File: src/rtl/core/csdc_pkg.sv
// Shared constants, widths and sequencer states for the centroid step block.
// No dependencies; every rtl/core module refers to it by scoped names.
package csdc_pkg;

  localparam int COORD_W     = 32;                // Q16.16 coordinate
  localparam int FRAC_BITS   = 16;
  localparam int NUM_AXES    = 3;
  localparam int SUM_W       = 41;                // 256 coordinates plus sign
  localparam int CNT_W       = 9;                 // holds 0..MAX_ITEMS
  localparam int MAX_ITEMS   = 256;               // own position plus 255 neighbors
  localparam int DIFF_W      = 33;                // mean minus own position
  localparam int MAG_W       = 32;                // magnitude of a difference
  localparam int PROD_W      = 64;                // 32 x 32 product
  localparam int SQ_W        = 66;                // sum of three squares
  localparam int ROOT_W      = 33;                // floor square root of SQ_W bits
  localparam int DIVD_W      = 64;                // divider dividend
  localparam int DIVS_W      = 33;                // divider divisor
  localparam int DECAY_MUL   = 9;
  localparam int DECAY_DIV   = 10;

  localparam logic [COORD_W-1:0] LIMIT_RESET = COORD_W'(1) << FRAC_BITS;

  typedef enum logic [3:0] {
    ST_IDLE,
    ST_MEAN,
    ST_SQR,
    ST_LSQ,
    ST_ROOT,
    ST_SCL_MUL,
    ST_SCL_DIV,
    ST_DECAY,
    ST_EMIT
  } cs_state_t;

endpackage

File: src/rtl/core/csdc_div.sv
// Radix-2 restoring divider, one quotient bit per cycle, unsigned.
// Depends on csdc_pkg for the dividend and divisor widths.
module csdc_div (
  input  logic                              clk,
  input  logic                              rst,
  input  logic                              start,
  input  logic [csdc_pkg::DIVD_W-1:0]       dividend,
  input  logic [csdc_pkg::DIVS_W-1:0]       divisor,
  output logic [csdc_pkg::DIVD_W-1:0]       quotient,
  output logic                              done
);

  localparam int CW = $clog2(csdc_pkg::DIVD_W);

  logic                             busy;
  logic [CW-1:0]                    cnt;
  logic [csdc_pkg::DIVS_W-1:0]      dsr;
  logic [csdc_pkg::DIVS_W-1:0]      rem;
  logic [csdc_pkg::DIVD_W-1:0]      quo;
  logic [csdc_pkg::DIVS_W:0]        shifted;
  logic [csdc_pkg::DIVS_W+1:0]      diff;

  // trial subtract of the divisor from the partial remainder
  always_comb begin
    shifted = {rem, quo[csdc_pkg::DIVD_W-1]};
    diff    = {1'b0, shifted} - {2'b00, dsr};
  end

  always_ff @(posedge clk) begin
    if (rst) begin
      busy <= 1'b0;
      done <= 1'b0;
      cnt  <= '0;
    end else begin
      done <= 1'b0;
      if (start) begin
        busy <= 1'b1;
        cnt  <= '0;
      end else if (busy) begin
        cnt <= cnt + CW'(1);
        if (cnt == CW'(csdc_pkg::DIVD_W - 1)) begin
          busy <= 1'b0;
          done <= 1'b1;
        end
      end
    end
  end

  // remainder and quotient shift register
  always_ff @(posedge clk) begin
    if (start) begin
      dsr <= divisor;
      rem <= '0;
      quo <= dividend;
    end else if (busy) begin
      if (!diff[csdc_pkg::DIVS_W+1]) begin
        rem <= diff[csdc_pkg::DIVS_W-1:0];
      end else begin
        rem <= shifted[csdc_pkg::DIVS_W-1:0];
      end
      quo <= {quo[csdc_pkg::DIVD_W-2:0], ~diff[csdc_pkg::DIVS_W+1]};
    end
  end

  assign quotient = quo;

endmodule

File: src/rtl/core/csdc_mul.sv
// Shift-and-add multiplier, one multiplier bit per cycle, 32 x 32 unsigned.
// Depends on csdc_pkg for operand and product widths.
module csdc_mul (
  input  logic                              clk,
  input  logic                              rst,
  input  logic                              start,
  input  logic [csdc_pkg::MAG_W-1:0]        op_a,
  input  logic [csdc_pkg::MAG_W-1:0]        op_b,
  output logic [csdc_pkg::PROD_W-1:0]       product,
  output logic                              done
);

  localparam int W  = csdc_pkg::MAG_W;
  localparam int CW = $clog2(W);

  logic              busy;
  logic [CW-1:0]     cnt;
  logic [W-1:0]      mcand;
  logic [2*W-1:0]    acc;
  logic [W:0]        psum;

  // add the multiplicand into the upper half when the low bit is set
  always_comb begin
    psum = {1'b0, acc[2*W-1:W]} + (acc[0] ? {1'b0, mcand} : '0);
  end

  always_ff @(posedge clk) begin
    if (rst) begin
      busy <= 1'b0;
      done <= 1'b0;
      cnt  <= '0;
    end else begin
      done <= 1'b0;
      if (start) begin
        busy <= 1'b1;
        cnt  <= '0;
      end else if (busy) begin
        cnt <= cnt + CW'(1);
        if (cnt == CW'(W - 1)) begin
          busy <= 1'b0;
          done <= 1'b1;
        end
      end
    end
  end

  always_ff @(posedge clk) begin
    if (start) begin
      mcand <= op_b;
      acc   <= {{W{1'b0}}, op_a};
    end else if (busy) begin
      acc <= {psum, acc[W-1:1]};
    end
  end

  assign product = acc;

endmodule

File: src/rtl/core/csdc_sqrt.sv
// Digit-by-digit integer square root, one root bit (two radicand bits) per cycle.
// Depends on csdc_pkg for radicand and root widths.
module csdc_sqrt (
  input  logic                              clk,
  input  logic                              rst,
  input  logic                              start,
  input  logic [csdc_pkg::SQ_W-1:0]         radicand,
  output logic [csdc_pkg::ROOT_W-1:0]       root,
  output logic                              done
);

  localparam int RW = csdc_pkg::ROOT_W;
  localparam int CW = $clog2(RW);

  logic                         busy;
  logic [CW-1:0]                cnt;
  logic [csdc_pkg::SQ_W-1:0]    rad;
  logic [RW-1:0]                rt;
  logic [RW:0]                  rem;
  logic [RW+2:0]                cur;
  logic [RW+2:0]                trial;
  logic                         fits;

  // bring down two bits and test root*4+1
  always_comb begin
    cur   = {rem, rad[csdc_pkg::SQ_W-1 -: 2]};
    trial = {1'b0, rt, 2'b01};
    fits  = cur >= trial;
  end

  always_ff @(posedge clk) begin
    if (rst) begin
      busy <= 1'b0;
      done <= 1'b0;
      cnt  <= '0;
    end else begin
      done <= 1'b0;
      if (start) begin
        busy <= 1'b1;
        cnt  <= '0;
      end else if (busy) begin
        cnt <= cnt + CW'(1);
        if (cnt == CW'(RW - 1)) begin
          busy <= 1'b0;
          done <= 1'b1;
        end
      end
    end
  end

  always_ff @(posedge clk) begin
    if (start) begin
      rad <= radicand;
      rt  <= '0;
      rem <= '0;
    end else if (busy) begin
      rad <= {rad[csdc_pkg::SQ_W-3:0], 2'b00};
      if (fits) begin
        rem <= (RW+1)'(cur - trial);
        rt  <= {rt[RW-2:0], 1'b1};
      end else begin
        rem <= cur[RW:0];
        rt  <= {rt[RW-2:0], 1'b0};
      end
    end
  end

  assign root = rt;

endmodule

File: src/rtl/core/centroid_step_with_decaying_clamp.sv
// Top level: accumulates a set of positions and emits one step per set, clamped to the limit when longer.
// Depends on csdc_pkg, csdc_div, csdc_mul and csdc_sqrt.
//
// Input stream s_axis: one position per item, tlast closes the set; the first
// item of a set is the own position. Non-closing items are accepted without a
// stall and produce nothing. Output stream m_axis: one step per closed set.
// Config: cfg_wr_en with cfg_wr_data loads the step limit at once.
//
// End-of-set work after a closing item runs on bit-serial units: per axis a
// division (mean) and a square, then a limit square and a divide for the
// limit decay. When clamping, a square root and per axis a multiply and a
// divide come before the decay. Input is not taken after the closing item
// until the step is loaded into the output register.
// Reset empties the set and loads the limit with 1.0. A stalled receiver
// holds the finished step in the output register; the next set can be
// accumulated meanwhile, and its result waits until that register frees up.
module centroid_step_with_decaying_clamp (
  input  logic         clk,
  input  logic         rst,
  input  logic         s_axis_tvalid,
  output logic         s_axis_tready,
  input  logic [95:0]  s_axis_tdata,   // pos_x, pos_y, pos_z
  input  logic         s_axis_tlast,   // last
  output logic         m_axis_tvalid,
  input  logic         m_axis_tready,
  output logic [95:0]  m_axis_tdata,   // step_x, step_y, step_z
  output logic [1:0]   m_axis_tuser,   // clamped, overflowed
  input  logic         cfg_wr_en,
  input  logic [31:0]  cfg_wr_data     // initial_limit
);

  localparam int CW = csdc_pkg::COORD_W;
  localparam int SW = csdc_pkg::SUM_W;
  localparam int DW = csdc_pkg::DIFF_W;
  localparam int MW = csdc_pkg::MAG_W;

  csdc_pkg::cs_state_t state, state_next;

  logic signed [SW-1:0]           sums [csdc_pkg::NUM_AXES];
  logic signed [CW-1:0]           own  [csdc_pkg::NUM_AXES];
  logic signed [DW-1:0]           dvec [csdc_pkg::NUM_AXES];
  logic [csdc_pkg::CNT_W-1:0]     count;
  logic [CW-1:0]                  limit;
  logic                           ovf;
  logic [1:0]                     axis;
  logic [csdc_pkg::SQ_W-1:0]      sq;
  logic                           clamp;
  logic [csdc_pkg::ROOT_W-1:0]    nroot;
  logic                           run;

  logic                           in_acc;
  logic signed [CW-1:0]           pos [csdc_pkg::NUM_AXES];

  // unit controls and operands
  logic                           div_start, mul_start, sqrt_start;
  logic                           div_done, mul_done, sqrt_done;
  logic [csdc_pkg::DIVD_W-1:0]    div_dvd, div_q;
  logic [csdc_pkg::DIVS_W-1:0]    div_dvs;
  logic [MW-1:0]                  mul_a, mul_b;
  logic [csdc_pkg::PROD_W-1:0]    mul_p;
  logic [csdc_pkg::ROOT_W-1:0]    sqrt_r;
  logic                           unit_done;

  logic signed [SW-1:0]           sum_sel;
  logic [SW-1:0]                  sum_mag;
  logic signed [DW-1:0]           d_sel;
  logic [MW-1:0]                  d_mag;
  logic signed [SW:0]             mean;
  logic signed [SW:0]             diff_full;
  logic signed [DW-1:0]           scaled;
  logic [35:0]                    lim9;
  logic                           emit_go;

  assign pos[0] = s_axis_tdata[31:0];
  assign pos[1] = s_axis_tdata[63:32];
  assign pos[2] = s_axis_tdata[95:64];

  assign s_axis_tready = (state == csdc_pkg::ST_IDLE);
  assign in_acc        = s_axis_tvalid && s_axis_tready;
  assign emit_go       = !m_axis_tvalid || m_axis_tready;

  // operand selection for the current axis
  always_comb begin
    sum_sel   = sums[axis];
    sum_mag   = sum_sel[SW-1] ? SW'(-sum_sel) : SW'(sum_sel);
    d_sel     = dvec[axis];
    d_mag     = d_sel[DW-1] ? MW'(-d_sel) : MW'(d_sel);
    mean      = sum_sel[SW-1] ? -$signed({1'b0, div_q[SW-1:0]})
                              : $signed({1'b0, div_q[SW-1:0]});
    diff_full = mean - (SW+1)'(own[axis]);
    scaled    = d_sel[DW-1] ? -$signed({1'b0, div_q[MW-1:0]})
                            : $signed({1'b0, div_q[MW-1:0]});
    lim9      = ({4'd0, limit} << 3) + {4'd0, limit};
  end

  // next state
  always_comb begin
    state_next = state;
    case (state)
      csdc_pkg::ST_IDLE: begin
        if (in_acc && s_axis_tlast) state_next = csdc_pkg::ST_MEAN;
      end
      csdc_pkg::ST_MEAN: begin
        if (div_done) state_next = csdc_pkg::ST_SQR;
      end
      csdc_pkg::ST_SQR: begin
        if (mul_done) begin
          state_next = (axis == 2'd2) ? csdc_pkg::ST_LSQ : csdc_pkg::ST_MEAN;
        end
      end
      csdc_pkg::ST_LSQ: begin
        if (mul_done) begin
          state_next = (sq > {2'b00, mul_p}) ? csdc_pkg::ST_ROOT : csdc_pkg::ST_DECAY;
        end
      end
      csdc_pkg::ST_ROOT: begin
        if (sqrt_done) state_next = csdc_pkg::ST_SCL_MUL;
      end
      csdc_pkg::ST_SCL_MUL: begin
        if (mul_done) state_next = csdc_pkg::ST_SCL_DIV;
      end
      csdc_pkg::ST_SCL_DIV: begin
        if (div_done) begin
          state_next = (axis == 2'd2) ? csdc_pkg::ST_DECAY : csdc_pkg::ST_SCL_MUL;
        end
      end
      csdc_pkg::ST_DECAY: begin
        if (div_done) state_next = csdc_pkg::ST_EMIT;
      end
      csdc_pkg::ST_EMIT: begin
        if (emit_go) state_next = csdc_pkg::ST_IDLE;
      end
      default: state_next = csdc_pkg::ST_IDLE;
    endcase
  end

  // unit launches and operands per state
  always_comb begin
    div_start  = 1'b0;
    mul_start  = 1'b0;
    sqrt_start = 1'b0;
    div_dvd    = '0;
    div_dvs    = '0;
    mul_a      = d_mag;
    mul_b      = d_mag;
    unit_done  = 1'b0;
    case (state)
      csdc_pkg::ST_MEAN: begin
        div_start = !run;
        div_dvd   = csdc_pkg::DIVD_W'(sum_mag);
        div_dvs   = csdc_pkg::DIVS_W'(count);
        unit_done = div_done;
      end
      csdc_pkg::ST_SQR: begin
        mul_start = !run;
        unit_done = mul_done;
      end
      csdc_pkg::ST_LSQ: begin
        mul_start = !run;
        mul_a     = limit;
        mul_b     = limit;
        unit_done = mul_done;
      end
      csdc_pkg::ST_ROOT: begin
        sqrt_start = !run;
        unit_done  = sqrt_done;
      end
      csdc_pkg::ST_SCL_MUL: begin
        mul_start = !run;
        mul_b     = limit;
        unit_done = mul_done;
      end
      csdc_pkg::ST_SCL_DIV: begin
        div_start = !run;
        div_dvd   = mul_p;
        div_dvs   = nroot;
        unit_done = div_done;
      end
      csdc_pkg::ST_DECAY: begin
        div_start = !run;
        div_dvd   = csdc_pkg::DIVD_W'(lim9);
        div_dvs   = csdc_pkg::DIVS_W'(csdc_pkg::DECAY_DIV);
        unit_done = div_done;
      end
      default: begin
        unit_done = 1'b0;
      end
    endcase
  end

  // control registers
  always_ff @(posedge clk) begin
    if (rst) begin
      state         <= csdc_pkg::ST_IDLE;
      run           <= 1'b0;
      count         <= '0;
      ovf           <= 1'b0;
      axis          <= '0;
      limit         <= csdc_pkg::LIMIT_RESET;
      m_axis_tvalid <= 1'b0;
      for (int a = 0; a < csdc_pkg::NUM_AXES; a++) begin
        sums[a] <= '0;
      end
    end else begin
      state <= state_next;
      if (div_start || mul_start || sqrt_start) begin
        run <= 1'b1;
      end else if (unit_done) begin
        run <= 1'b0;
      end

      if (m_axis_tvalid && m_axis_tready) m_axis_tvalid <= 1'b0;

      if (cfg_wr_en) limit <= cfg_wr_data;

      case (state)
        csdc_pkg::ST_IDLE: begin
          axis <= '0;
          if (in_acc) begin
            if (count < csdc_pkg::CNT_W'(csdc_pkg::MAX_ITEMS)) begin
              for (int a = 0; a < csdc_pkg::NUM_AXES; a++) begin
                sums[a] <= sums[a] + SW'(pos[a]);
              end
              count <= count + csdc_pkg::CNT_W'(1);
            end else begin
              ovf <= 1'b1;
            end
          end
        end
        csdc_pkg::ST_SQR: begin
          if (mul_done) axis <= (axis == 2'd2) ? 2'd0 : axis + 2'd1;
        end
        csdc_pkg::ST_SCL_DIV: begin
          if (div_done) axis <= (axis == 2'd2) ? 2'd0 : axis + 2'd1;
        end
        csdc_pkg::ST_DECAY: begin
          if (div_done) limit <= div_q[CW-1:0];
        end
        csdc_pkg::ST_EMIT: begin
          if (emit_go) begin
            m_axis_tvalid <= 1'b1;
            count         <= '0;
            ovf           <= 1'b0;
            for (int a = 0; a < csdc_pkg::NUM_AXES; a++) begin
              sums[a] <= '0;
            end
          end
        end
        default: begin
          axis <= axis;
        end
      endcase
    end
  end

  // payload registers
  always_ff @(posedge clk) begin
    if (state == csdc_pkg::ST_IDLE && in_acc && count == '0) begin
      for (int a = 0; a < csdc_pkg::NUM_AXES; a++) begin
        own[a] <= pos[a];
      end
    end
    if (state == csdc_pkg::ST_IDLE) begin
      sq    <= '0;
      clamp <= 1'b0;
    end
    if (state == csdc_pkg::ST_MEAN && div_done) begin
      dvec[axis] <= diff_full[DW-1:0];
    end
    if (state == csdc_pkg::ST_SQR && mul_done) begin
      sq <= sq + {2'b00, mul_p};
    end
    if (state == csdc_pkg::ST_LSQ && mul_done) begin
      clamp <= sq > {2'b00, mul_p};
    end
    if (state == csdc_pkg::ST_ROOT && sqrt_done) begin
      nroot <= sqrt_r;
    end
    if (state == csdc_pkg::ST_SCL_DIV && div_done) begin
      dvec[axis] <= scaled;
    end
    if (state == csdc_pkg::ST_EMIT && emit_go) begin
      for (int a = 0; a < csdc_pkg::NUM_AXES; a++) begin
        if (dvec[a] > DW'(33'sh0_7FFF_FFFF)) begin
          m_axis_tdata[a*CW +: CW] <= 32'h7FFF_FFFF;
        end else if (dvec[a] < -DW'(33'sh0_8000_0000)) begin
          m_axis_tdata[a*CW +: CW] <= 32'h8000_0000;
        end else begin
          m_axis_tdata[a*CW +: CW] <= dvec[a][CW-1:0];
        end
      end
      m_axis_tuser <= {ovf, clamp};
    end
  end

  csdc_div u_div (
    .clk      (clk),
    .rst      (rst),
    .start    (div_start),
    .dividend (div_dvd),
    .divisor  (div_dvs),
    .quotient (div_q),
    .done     (div_done)
  );

  csdc_mul u_mul (
    .clk     (clk),
    .rst     (rst),
    .start   (mul_start),
    .op_a    (mul_a),
    .op_b    (mul_b),
    .product (mul_p),
    .done    (mul_done)
  );

  csdc_sqrt u_sqrt (
    .clk      (clk),
    .rst      (rst),
    .start    (sqrt_start),
    .radicand (sq),
    .root     (sqrt_r),
    .done     (sqrt_done)
  );

endmodule

File: config.mk
export PLATFORM = sky130hd
export DESIGN_NAME = centroid_step_with_decaying_clamp
export DESIGN_NICKNAME = d
export VERILOG_FILES = /design/src/rtl/core/csdc_pkg.sv /design/src/rtl/core/csdc_div.sv /design/src/rtl/core/csdc_mul.sv /design/src/rtl/core/csdc_sqrt.sv /design/src/rtl/core/centroid_step_with_decaying_clamp.sv
export SDC_FILE = /design/constraint.sdc
export NUM_CORES = 2
export LEC_CHECK = 0
export BUFFER_PORTS_ARGS = -buffer_cell sky130_fd_sc_hd__buf_2
export CAP_MARGIN = 20
export CORE_MARGIN = 1
export CORE_UTILIZATION = 30
export DETAILED_ROUTE_END_ITERATION = 8
export PLACE_DENSITY = 0.54
export SLEW_MARGIN = 20
export SYNTH_ARGS = -nofsm -noshare
export SYNTH_HDL_FRONTEND = slang
export SYNTH_HIERARCHICAL = 1
export SYNTH_SLANG_ARGS = --single-unit
File: constraint.sdc
create_clock -name clk -period 11.37 [get_ports clk]
set_clock_uncertainty 0.1 [all_clocks]
set_input_delay 1.137 -clock clk [delete_from_list [all_inputs] [get_ports clk]]
set_output_delay 1.137 -clock clk [all_outputs]
set_load 0.02 [all_outputs]
* Word-level counts from Yosys, hierarchy flattened
Memory sizes are Yosys's and may differ from the RTL's. A register that Yosys moved wholly into a read port is not among the register bits.
Index checks and enable logic that the tools add are counted.
** Storage, ports and cells
- Output and inout port bits :: 100
- Bits of input ports :: 134
- Memories kept :: 3
- Memory bits (writable) :: 318
- Logic and storage cells :: 240
- Register bits after elaboration :: 630
** Cells by class
- Bitwise operators :: 11
- Reductions and logical operators :: 39
- Order comparisons :: 9
- Equality and inequality tests :: 24
- Muxes and demuxes :: 104
- $add $sub $neg :: 18
** Memory list
- sums :: words 3, bits a word 41, read ports 4, clocked after memory_dff 1, wr ports 3, RTL line centroid_step_with_decaying_clamp.sv:39 : logic signed [SW-1:0] sums [csdc_pkg::NUM_AXES];
- dvec :: words 3, bits a word 33, read ports 4, clocked after memory_dff 1, wr ports 1, RTL line centroid_step_with_decaying_clamp.sv:41 : logic signed [DW-1:0] dvec [csdc_pkg::NUM_AXES];
- own :: words 3, bits a word 32, read ports 1, clocked after memory_dff 1, wr ports 3, RTL line centroid_step_with_decaying_clamp.sv:40 : logic signed [CW-1:0] own [csdc_pkg::NUM_AXES];
** Operators with widths (count)
- two-way mux 32 bit :: 12
- two-way mux 41 bit :: 7
- two-way mux 66 bit :: 4
- one-hot mux 64 bit (3 select lines) :: 1
- two-way mux 33 bit :: 4
- two-way mux 64 bit :: 2
- adder 41 x 32 -> 41 bit :: 3
- > comparator 33 x 32 -> 1 bit (second input constant) :: 3
- < comparator 33 x 32 -> 1 bit (second input constant) :: 3
- one-hot mux 33 bit (3 select lines) :: 1
- adder 66 x 64 -> 66 bit :: 1
- > comparator 66 x 64 -> 1 bit :: 1
- two-way mux 1 bit :: 43
- negation 41 bit :: 1
- adder 35 x 32 -> 36 bit :: 1
- greater-or-equal comparator 36 x 35 -> 1 bit :: 1
- two-way mux 4 bit :: 9
- one-hot mux 4 bit (9 select lines) :: 1
- subtractor 34 x 33 -> 35 bit :: 1
- two-way mux 34 bit :: 1
- subtractor 34 bit :: 1
- adder 32 x 32 -> 33 bit :: 1
- negation 32 -> 33 bit :: 1
- negation 33 bit :: 1
- 36 further kinds :: 101

* Longest topological paths before layout
- Depth in word-level cells :: 8
- Depth in mapped cells :: 25
- Mapped depth without buffers :: 21

* Modules after synthesis
The synthesis kept the hierarchy.
** By module, submodules not included
- centroid_step_with_decaying_clamp :: times used 1, cells an instance 4524, area an instance 42310.6 um^2, sequential area each 17526.8 um^2
- csdc_sqrt :: times used 1, cells an instance 786, area an instance 7693.6 um^2, sequential area each 3483.3 um^2
- csdc_div :: times used 1, cells an instance 676, area an instance 7507.2 um^2, sequential area each 3733.6 um^2
- csdc_mul :: times used 1, cells an instance 557, area an instance 5876.9 um^2, sequential area each 2702.6 um^2

* Worst setup path before layout
OpenSTA, ideal clock, no wires.
- Path type :: input to register
- Start point :: input m_axis_tready
- End point :: memory sums[0][0] in the netlist's numbering, enable pin
- Required time :: 10.495 ns
- Library setup time :: 0.775 ns
- Slack :: 0.337 ns
- Arrival time :: 10.158 ns
- Path buffers :: 0
- Cell stages on the path :: 4
- Cells stage by stage :: nor2b_1 nor2_1 nor2_1 o21ai_0
** RTL lines
- start, declared :: RTL line centroid_step_with_decaying_clamp.sv:25 : input logic m_axis_tready,
- end, declared :: RTL line centroid_step_with_decaying_clamp.sv:39

* Final worst setup path
- Start point :: register u_div.quo (netlist bit u_div/quotient[5])
- End point :: memory dvec[3][31] in the netlist's numbering, data pin
** Between the ends
- Word-level cells in the longest chain between the ends :: 4
- Elaborated cells between the ends (all ways) :: 6
- Those cells by class :: add/sub: 3; mux: 3
** RTL lines
- start, declared :: RTL line csdc_div.sv:19 : logic [csdc_pkg::DIVD_W-1:0] quo;
- start signal, assigned :: RTL line csdc_div.sv:54 : quo <= dividend;
- start signal, assigned :: RTL line csdc_div.sv:61 : quo <= {quo[csdc_pkg::DIVD_W-2:0], ~diff[csdc_pkg::DIVS_W+1]};
- negation 33 bit :: RTL line centroid_step_with_decaying_clamp.sv:88 : mean = sum_sel[SW-1] ? -$signed({1'b0, div_q[SW-1:0]})
- two-way mux 33 bit :: RTL line centroid_step_with_decaying_clamp.sv:88
- subtractor 33 x 32 -> 33 bit :: RTL line centroid_step_with_decaying_clamp.sv:90 : diff_full = mean - (SW+1)'(own[axis]);
- two-way mux 33 bit (no source line) (*)
- end, declared :: RTL line centroid_step_with_decaying_clamp.sv:41
Every way passes the cells marked *; elsewhere a longest branch is shown, timed or not.

==> flow_summary.json <==
{
  "status": "complete, no violations",
  "drv_cap": 0,
  "yosysTopAreaCell": "edfxtp_1",
  "holdBufCountCts": 0,
  "hold_end": "m_axis_tuser[1]",
  "grtUsageMet2_pct": 29.04,
  "cts-resized-gates": 0,
  "r2r.worst_path.cells": 19,
  "synth_top_family_by_area": "compound AO/OA/AOI/OAI gates",
  "place_congestion": 0.9184,
  "worstSetupEndpointType": "flip-flop",
  "ctsRootBufferMaster": "clkbuf_16",
  "slew-limit-headroom_pct": 25.09,
  "postPlaceCellArea_sq_um": 67340,
  "clock_sink_count": 983,
  "timing.final.max_slew_violations": 0,
  "min_path_cells": 0,
  "initial_utilization_pct": 30.22,
  "clock_tree_from_tritoncts": "done",
  "die_h_microns": 461.7,
  "critical_path_class": "reg2reg",
  "synth_largest_type_area_fraction_pct": 36.76,
  "layout.cell_area.non_filler_sq_um": 71320,
  "grt_start_max_net_pins": 125,
  "gr-usage-met3_pct": 1.938,
  "synth.ff_latch_count": 983,
  "cts-htree-levels": 3,
  "grt_util_all_layers_pct": 18.32,
  "gr-total-overflow": 0,
  "global_route.usage.met1_pct": 25.63,
  "post_synth_mux_area_share_pct": 6.863,
  "synth_commonest_cells": "834 x nor2_1, 776 x edfxtp_1, 579 x a21oi_1",
  "yosys.cell_types.count": 107,
  "place.detailed.hpwl_microns": 149200,
  "tightestPinTransition_ps": 1124,
  "area_growth_syn_to_layout_pct": 12.51,
  "r2r_end": "dvec[3][31]",
  "critPathArrivalTime_ps": 6130,
  "cellLeakagePower_uw": 0.02750,
  "ant_nets": 0,
  "ys_warn_count": 6,
  "synth_enable_flop_cells": 776,
  "die_area_sq_um": 213100,
  "fin_nets": 7190,
  "rsz0062_at_grt": "false",
  "synth-compound-area-share_pct": 17.09,
  "clockBufferDepth": 3,
  "chipWidth_microns": 461.7,
  "numCtsBuffers": 113,
  "syn-num-nets": 7104,
  "synth.avg_cell_area_sq_um": 9.688,
  "core_area_sq_um": 209800,
  "yosys.cell_count.top_type": "nor2_1",
  "setup-violations-final": 0,
  "start_kind": "flip-flop",
  "routed_via_count": 49810,
  "placement_rows": 168,
  "cts.repair_timing.setup_buffer_count": 0,
  "drtIter0Drc": 3835,
  "r2r-start": "u_div/quotient[5]",
  "insertion_delay_ps": 820,
  "post-route-min-period_ps": 5637,
  "timing.critical_path.fanout_max": 6,
  "antenna_violations_before_repair": 6,
  "rrSetupSlack_ps": 5730,
  "post_synth_and_or_nand_nor_area_fraction_pct": 14.60,
  "post_synth_main_area_contributors": "edfxtp_1 37%, ha_1 8.3%, dfxtp_1 6.5%",
  "synthCells": 6543,
  "fin_setup_tns_ps": 0,
  "first_pass_iters": 6,
  "synth-adder-area-share_pct": 8.523,
  "post_route_cells_drive_above_1_share_pct": 11.77,
  "placement.io_buffers": 233,
  "io-pin-count": 234,
  "power.density_cell_area_nw_per_um2": 261.5,
  "detail_route.drc_violations": 0,
  "wire_length_of_the_first_global_routing_pass_microns": 299200,
  "required_ps": 11860,
  "hold_violations": 0,
  "worstHoldStart": "ovf",
  "post_synthesis_cell_area_sq_um": 63390,
  "number_of_global_route_vias_before_repair": 47770,
  "drt-wirelength-per-cell_microns": 20.91,
  "post-route-util_pct": 34.00,
  "vdd_drop_max_mv": 0.1410,
  "average_via_count_per_standard_cell": 5.221,
  "area_share_of_xor_xnor_cells_in_the_synthesized_design_pct": 5.665,
  "seq_area_frac_synth_pct": 43.30,
  "asyncSetResetFlopFracSynth_pct": 0,
  "clkTransAtPathRegs_ps": 70,
  "fmax_mhz": 177.4,
  "wirelength_microns": 199500,
  "finalCritPeriodShare_pct": 49.58,
  "global_route.peak_usage_layer": "met2",
  "yosys_most_used_dff": "edfxtp_1",
  "timing.hold.worst.class": "reg2reg"
}
-- critical path, stage by stage, from the launching register on --
cell,delay [ps]
edfxtp_1,470
or3_1,460
nor4_1,780
nand3_1,190
or3_1,470
nor3_1,480
nor2_1,110
xor2_1,170
ha_1,400
nand4_1,180
inv_1,80
nand2_1,90
nor3_1,60
a41oi_1,170
o31ai_1,150
o41a_1,460
a31oi_1,230
xnor2_1,140
nand2_1,70
o21ai_0,190
-- cell type report --
class | instances | area (sq um)
clock buffers | 150 | 3182
fillers | 21420 | 138500
well taps | 2805 | 3510
repair buffers | 295 | 1657
inverters | 307 | 1155
diodes | 7 | 17.52
flip-flops and latches | 983 | 27460
multi-input cells | 4929 | 33570
clock inverters | 64 | 774.5
-- state kept, by name (all words and copies together), names as in the netlist, 64 cells and up, named ones only --
name / count
u_mul/product: 64
u_sqrt/rad: 66
own: 96
u_div/quotient: 64
dvec: 132
m_axis_tdata: 96
sums: 123
sq: 66
-- how the worst max path moves through the flow --
stage,startpoint,to
after floorplan,m_axis_tready,sums[0][0]
after global placement,flip-flop,dvec[2][32]
after detailed placement,u_div/quotient[5],dvec[3][31]
after CTS,u_div/quotient[5],dvec[3][31]
after global routing,u_div/quotient[5],dvec[3][32]
final,u_div/quotient[5],dvec[3][31]
-- cells in the final DEF, fill, tap and decap left out, types with 132 or more instances in the layout --
cell type,n
inv_1,302
a21oi_1,579
buf_2,233
nor2_1,827
edfxtp_1,776
ha_1,419
mux2_2,170
xnor2_1,250
xor2_1,160
mux2i_1,168
a21o_1,132
dfxtp_1,203
o21ai_0,359
nand2_1,495
-- per-stage QoR --
step | hold slack [ps] | std cells | total power (uW) | setup slack, ps
4_1_cts | 346.9 | 9533 | 18660 | 5766
3_3_place_gp | 318.8 | 9319 | 14600 | 5830
3_5_place_dp | 334.8 | 9319 | 14720 | 5781
6_report | 342.3 | 9540 | 18650 | 5733
2_1_floorplan | 300.3 | 6543 | 12180 | 336.8
5_1_grt | 359.5 | 9534 | 19860 | 5322
-- cell families (layout without fill, tap and decap cells) --
logic type,count (synthesis),after routing
compound gates,1693,1693
xor+xnor,410,410
fa+ha+maj,427,427
buf+inv,631,816
flops,983,983
mux,373,373
other cells,0,7
simple gates,2026,2026
-- per-layer routing --
| layer | vias to the layer above | share of wire, % | wire length, microns |
|---|---|---|---|
| met5 | - | 0.0060 | 12 |
| met4 | 2 | 3.5 | 7081 |
| met3 | 231 | 5.8 | 11600 |
| met2 | 1560 | 45 | 89140 |
| met1 | 23980 | 46 | 91670 |
| li1 | 24040 | - | - |
-- power breakdown --
part	total (uW)	leakage, uW	switching [uW]	internal (uW)
sequential	5960	0.00922	722	5240
combinational	8820	0.0164	5590	3240
clock	3860	0.00192	1630	2230
total	18600	0.0275	7930	10700
Note: power is estimated with default switching activity, not from simulation.
